[src/hdl/sst_pkg.sv]
// ----------------------------------------------------------------------------
// sst_pkg
// Shared types, codes and defaults of the sparse set table.
// ----------------------------------------------------------------------------
package sst_pkg;

    localparam int unsigned ENTITY_COUNT_DEF = 256;
    localparam int unsigned PAYLOAD_BITS_DEF = 32;

    // fixed field widths of the channels
    localparam int unsigned ACTION_W  = 2;
    localparam int unsigned ENTITY_W  = 9;
    localparam int unsigned SLOT_W    = 8;
    localparam int unsigned PAYLOAD_W = 32;
    localparam int unsigned STATUS_W  = 3;
    localparam int unsigned ENT_OUT_W = 8;
    localparam int unsigned COUNT_W   = 9;

    typedef enum logic [ACTION_W-1:0] {
        ACT_INSERT = 2'd0,
        ACT_ERASE  = 2'd1,
        ACT_LOOKUP = 2'd2,
        ACT_READ   = 2'd3
    } action_t;

    typedef enum logic [STATUS_W-1:0] {
        ST_OK      = 3'd0,
        ST_INVALID = 3'd1,
        ST_PRESENT = 3'd2,
        ST_ABSENT  = 3'd3,
        ST_RANGE   = 3'd4
    } status_t;

    // which source fills the result register
    typedef enum logic [2:0] {
        RES_ERR    = 3'd0,
        RES_SLOT   = 3'd1,
        RES_LOOKUP = 3'd2,
        RES_INSERT = 3'd3,
        RES_ERASE  = 3'd4
    } res_kind_t;

    typedef struct packed {
        logic      load;
        logic      clear;
        logic      rd_dense_slot;
        logic      rd_dense_last;
        logic      insert;
        logic      unmap;
        logic      keep_old;
        logic      move;
        logic      post;
        res_kind_t res_kind;
        status_t   err_status;
    } sst_cmd_t;

    typedef struct packed {
        action_t action;
        logic    clr_done;
        logic    ent_bad;
        logic    sidx_bad;
        logic    found;
        logic    full;
        logic    out_free;
    } sst_stat_t;

endpackage

[src/hdl/sst_ctrl.sv]
// ----------------------------------------------------------------------------
// sst_ctrl
// Sequencer of the sparse set table: clearing pass, request decode, lookup and erase steps.
// ----------------------------------------------------------------------------
module sst_ctrl
    import sst_pkg::*;
(
    input  logic      clk,
    input  logic      rst_n,
    input  logic      req_valid,
    output logic      req_ready,
    input  sst_stat_t stat,
    output sst_cmd_t  cmd
);

    typedef enum logic [5:0] {
        S_CLEAR      = 6'b000001,
        S_IDLE       = 6'b000010,
        S_DECIDE     = 6'b000100,
        S_LOOKUP     = 6'b001000,
        S_ERASE_OLD  = 6'b010000,
        S_ERASE_MOVE = 6'b100000
    } state_t;

    state_t state_reg;
    state_t state_next;

    always_ff @(posedge clk or negedge rst_n)
    begin
        if (!rst_n)
        begin
            state_reg <= S_CLEAR;
        end
        else
        begin
            state_reg <= state_next;
        end
    end

    always_comb
    begin
        cmd        = '0;
        req_ready  = 1'b0;
        state_next = state_reg;
        case (state_reg)
            S_CLEAR:
            begin
                cmd.clear = 1'b1;
                if (stat.clr_done)
                begin
                    state_next = S_IDLE;
                end
            end
            S_IDLE:
            begin
                req_ready = 1'b1;
                if (req_valid)
                begin
                    cmd.load   = 1'b1;
                    state_next = S_DECIDE;
                end
            end
            S_DECIDE:
            begin
                if (stat.out_free)
                begin
                    state_next     = S_IDLE;
                    cmd.post       = 1'b1;
                    cmd.res_kind   = RES_ERR;
                    if (stat.action == ACT_READ)
                    begin
                        if (stat.sidx_bad)
                        begin
                            cmd.err_status = ST_RANGE;
                        end
                        else
                        begin
                            cmd.res_kind = RES_SLOT;
                        end
                    end
                    else if (stat.ent_bad)
                    begin
                        cmd.err_status = ST_INVALID;
                    end
                    else
                    begin
                        case (stat.action)
                            ACT_INSERT:
                            begin
                                if (stat.found || stat.full)
                                begin
                                    cmd.err_status = ST_PRESENT;
                                end
                                else
                                begin
                                    cmd.insert   = 1'b1;
                                    cmd.res_kind = RES_INSERT;
                                end
                            end
                            ACT_LOOKUP:
                            begin
                                if (!stat.found)
                                begin
                                    cmd.err_status = ST_ABSENT;
                                end
                                else
                                begin
                                    cmd.post          = 1'b0;
                                    cmd.rd_dense_slot = 1'b1;
                                    state_next        = S_LOOKUP;
                                end
                            end
                            ACT_ERASE:
                            begin
                                if (!stat.found)
                                begin
                                    cmd.err_status = ST_ABSENT;
                                end
                                else
                                begin
                                    // map entry goes first, the map port is free now
                                    cmd.post          = 1'b0;
                                    cmd.rd_dense_slot = 1'b1;
                                    cmd.unmap         = 1'b1;
                                    state_next        = S_ERASE_OLD;
                                end
                            end
                            default:
                            begin
                                cmd.post   = 1'b0;
                            end
                        endcase
                    end
                end
            end
            S_LOOKUP:
            begin
                if (stat.out_free)
                begin
                    cmd.post     = 1'b1;
                    cmd.res_kind = RES_LOOKUP;
                    state_next   = S_IDLE;
                end
            end
            S_ERASE_OLD:
            begin
                cmd.keep_old      = 1'b1;
                cmd.rd_dense_last = 1'b1;
                state_next        = S_ERASE_MOVE;
            end
            S_ERASE_MOVE:
            begin
                if (stat.out_free)
                begin
                    cmd.move     = 1'b1;
                    cmd.post     = 1'b1;
                    cmd.res_kind = RES_ERASE;
                    state_next   = S_IDLE;
                end
            end
            default:
            begin
                state_next = S_IDLE;
            end
        endcase
    end

endmodule

[config.mk]
export PLATFORM = sky130hd
export DESIGN_NAME = sst_ctrl
export DESIGN_NICKNAME = d
export VERILOG_FILES = /design/src/hdl/sst_pkg.sv /design/src/hdl/sst_ctrl.sv
export SDC_FILE = /design/constraint.sdc
export NUM_CORES = 1
export LEC_CHECK = 0
export BUFFER_PORTS_ARGS = -buffer_cell sky130_fd_sc_hd__buf_4
export CORE_UTILIZATION = 34
export CTS_BUF_LIST = sky130_fd_sc_hd__clkbuf_4 sky130_fd_sc_hd__clkbuf_8
export CTS_CLUSTER_DIAMETER = 50
export DETAILED_ROUTE_END_ITERATION = 10
export GPL_TIMING_DRIVEN = 1
export HOLD_SLACK_MARGIN = 0.06
export PLACE_DENSITY_LB_ADDON = 0.05
export SLEW_MARGIN = 20
export SYNTH_ARGS = -nofsm -noshare
export SYNTH_HDL_FRONTEND = slang
export SYNTH_SLANG_ARGS = --single-unit
[constraint.sdc]
create_clock -name clk -period 4.3 [get_ports clk]
set_input_delay 0.645 -clock clk [delete_from_list [all_inputs] [get_ports clk]]
set_output_delay 0.645 -clock clk [all_outputs]
set_load 0.05 [all_outputs]
Word level (Yosys, flattened, before mapping)
Cells that the tools add are included.
{"block": "word_totals", "input_bits": 11, "reg_bits": 6, "elab_cells": 66, "output_inout_bits": 16}
{"block": "classes", "mux": 47, "eq_ne": 13, "reduce_logical": 5}
{"cell": "$mux 6", "n": 7}
{"cell": "$pmux 6 s5", "n": 1}
{"cell": "$mux 1", "n": 18}
{"cell": "$mux 2", "n": 7}
{"cell": "$mux 3", "n": 4}
{"cell": "$mux 4", "n": 3}
{"cell": "$pmux 4 s3", "n": 1}
{"cell": "$pmux 6 s2", "n": 1}
{"cell": "$mux 5", "n": 2}
{"cell": "$mux 7", "n": 1}
{"cell": "$eq 6x1->1 const B", "n": 1}
{"cell": "$eq 6x2->1 const B", "n": 1}
{"cell": "$eq 6x3->1 const B", "n": 1}
{"cell": "$eq 6x4->1 const B", "n": 1}
{"cell": "$eq 6x5->1 const B", "n": 1}
{"cell": "$eq 6x6->1 const B", "n": 1}
{"cell": "$ne 2x2->1 const B", "n": 3}
{"cell": "$pmux 3 s2", "n": 1}
{"cell": "$eq 2x2->1 const B", "n": 2}
{"cell": "$reduce_and 4->1", "n": 1}
{"cell": "$reduce_or 2->1", "n": 2}
{"cell": "$eq 2x1->1 const B", "n": 1}
{"cell": "$logic_not 2->1", "n": 1}
{"cell": "$ne 2x1->1 const B", "n": 1}
{"cell": "2 further kinds", "n": 2}

Logic depth before layout (Yosys ltp)
{"block": "logic_depth", "depth_word": 7, "depth_mapped": 6, "depth_no_buf": 6}

Worst setup path before layout
Ideal clock, no wire load.
{"block": "synth_path", "path_type": "input port to output port", "startpoint": "input stat[6] (netlist bit)", "endpoint": "output cmd[0] (netlist bit)", "arrival_ps": 2261, "path_buffers": 0, "cell_stages": 5, "t_required_ps": 3655, "setup_slack_ps": 1394, "cell_sequence": "inv_1 > ha_1 > nor2b_1 > nor2_1 > nor3_1"}
{"element": "start: declaration", "line": "sst_ctrl.sv:12", "source": "input sst_stat_t stat,"}
{"element": "end: declaration", "line": "sst_ctrl.sv:13", "source": "output sst_cmd_t cmd"}

==> qor.txt <==
status = finished clean
Rows = 15
diode count = 0
worst min path class = input port to asynchronous set/reset pin
Max stage delay on crit path = 540 ps
Sink Count = 6
Async SR Flop Fraction = 100%
WL/cell = 11.0 um
highest clock rate = 351 MHz
TritonCTS Buffers = 3
hold_buf cts = 0
Final ANT Viol Nets = 0
post-detailed-placement half-perimeter wirelength = 1180 um
Rel. slew slack = 78.6%
Skew-Pair Late Insertion Delay = 250 ps
DRC viols = 0
gp weighted congestion = 0.822
Final Setup Violations = 0
Routed Wire Length = 1460 um
prevailing post-synth register cell = dfrtp_1
flops & latches, synth = 6
top-count cell post-synth = nor2_1
Slew Viols, Final = 0
Period Utilization, post-route = 66.2%
Synth top area share = 19.5%
Synth Warn # = 0
final net count = 124
CP most frequent cell = buf_4
max cap viols = 0
Switching Share = 45.2%
initial antenna violation count = 0
number of flops mapped to enable cells by yosys = 0
Longest Clk Path Bufs = 2
worst-margin pin slew = 317 ps
Synth cell types = 39
Initial Utilization = 36.8%
final hold viol count = 0
Worst VDD drop = 0.246 mV
Min Clock Period, post-route = 2850 ps
Flop pwr share = 26.5%
Final Util = 50.0%
Area contributors post-synth = dfrtp_1 19%, nor2_1 8.2%, ha_1 7.8%
kind of end point of the critical path = output port
static leakage = 0.440 nW
Post-CTS Setup Bufs = 0
sequential area share after synthesis = 23.5%
combinational share of power = 53.5%
WS Path Type = input port to output port
CTS Root Cell = clkbuf_4
vias in the first global route = 550
Startpoint Class = input port
PortBufs = 26
cells after synthesis = 82
internal power = 172 uW
max FFs per register = 6
area added between synthesis and finish = 35.6%
PwrDens = 361 nW/um^2
post-synth design cell area = 643 um^2
htree depth = 1
commonest cells in the netlist = 14 x nor2_1, 7 x inv_1, 6 x nand2_1, 5 x dfrtp_1
Mapped Nets = 97
routed via count = 653
CTS tree = yes
GRT overflow = 0
CP Cell Sequence = buf_4 -> ha_1 -> nor2_1 -> nand4_2 -> or4b_4 -> o21ai_2 -> buf_4
Worst EP arrival = 2200 ps
RSZ-0062 raised after global routing = no
first-pass GRT wire length = 2390 um
Clock Power Share = 20.0%
CP max FO = 4
Worst-path clk slew = 50 ps
die height = 45.5 um
pin count of the biggest net entering global routing = 9
P_sw = 142 uW
# IOs = 27
die area = 2070 um^2
PostCTS Resize Cnt = 0
Die X = 45.5 um
TNS Setup = 0 ps
Data required, critical path = 3650 ps
area leader, netlist = dfrtp_1
Clock Skews = 3.19 ps
DR pass1 iterations = 4
gr usage total = 16.6%
layout cells sized above 1 = 38.9%
vias per cell = 4.91
Core Box Area = 1750 um^2
Synth Area per Inst = 7.84 um^2
Critical-path top delay cell = or4b_4
DRT iter0 DRCs = 12
kinds of logic after synthesis:
group	synth area share (%)
XOR/XNOR	2.72
adder cells (fa/ha/maj)	7.78
multiplexers	1.75
buffers and inverters	8.37
AO/OA/AOI/OAI	13.0
flip-flops	23.5
AND/OR/NAND/NOR	42.8
power groups by stage:
stage | clock network (mW) | registers, mW | logic (mW)
4_1_cts | 0.0671 | 0.0834 | 0.169
6_report | 0.0630 | 0.0833 | 0.168
3_3_place_gp | 0 | 0.0844 | 0.168
3_5_place_dp | 0 | 0.0843 | 0.169
5_1_grt | 0.0704 | 0.0854 | 0.186
2_1_floorplan | 0 | 0.0796 | 0.128
critical path, delay by kind of cell:
| family | cells | cell delay [ps] |
|---|---|---|
| AND/OR/NAND/NOR | 3 | 930 |
| adder cells (fa/ha/maj) | 1 | 240 |
| buffers and inverters | 2 | 320 |
| AO/OA/AOI/OAI | 1 | 70 |
stage by stage:
| step | std cells | power [mW] | hold WS [ps] | cell area (um^2) | setup slack, ps |
|---|---|---|---|---|---|
| 2_1_floorplan | 82 | 0.208 | 349 | 643 | 1390 |
| 3_3_place_gp | 129 | 0.253 | 455 | 842 | 1460 |
| 3_5_place_dp | 129 | 0.253 | 459 | 842 | 1450 |
| 4_1_cts | 133 | 0.320 | 186 | 872 | 1450 |
| 5_1_grt | 133 | 0.342 | 180 | 872 | 1370 |
| 6_report | 133 | 0.315 | 194 | 872 | 1450 |
layer usage:
layer	vias up	part of all wire, %	track usage, %
met3	2	4.8	4.76
li1	334	-	-
met2	20	45	23.1
met1	297	48	22.7
met4	0	1.3	9.09
met5	-	0	0
path summary, 6_finish.rpt:
path	startpoint	end	slack, ps	depth (start not counted)
max in group asynchronous	rst_n	state_reg[0]	3900	1
min in group clk	state_reg[0]	state_reg[0]	620	2
max reg2reg	state_reg[5]	state_reg[3]	2680	4
max	stat[6]	cmd[4]	1450	7
min reg2reg	state_reg[0]	state_reg[0]	620	2
min	rst_n	state_reg[3]	190	1
placed cells by master (no fill, tap or decap), types with 2 or more instances in the layout:
master / n
buf_4: 26
nor2_1: 14
inv_1: 7
nand2_1: 6
dfrtp_1: 5
nor3_1: 4
ha_1: 4
clkbuf_4: 4
nand3_1: 3
nand3b_1: 2
o21ai_2: 2
and3_1: 2
a21oi_1: 2
xor2_1: 2
o21ai_0: 2
nand4b_1: 2
layout make-up:
type	instances	area, um^2
Tap cell	25	31.3
Fill cell	191	873
Multi-Input combinational cell	65	438
Sequential cell	6	151
Timing Repair Buffer	26	195
Inverter	7	26.3
Clock buffer	4	30.0
No activity file was read; power rests on OpenSTA's default activity.
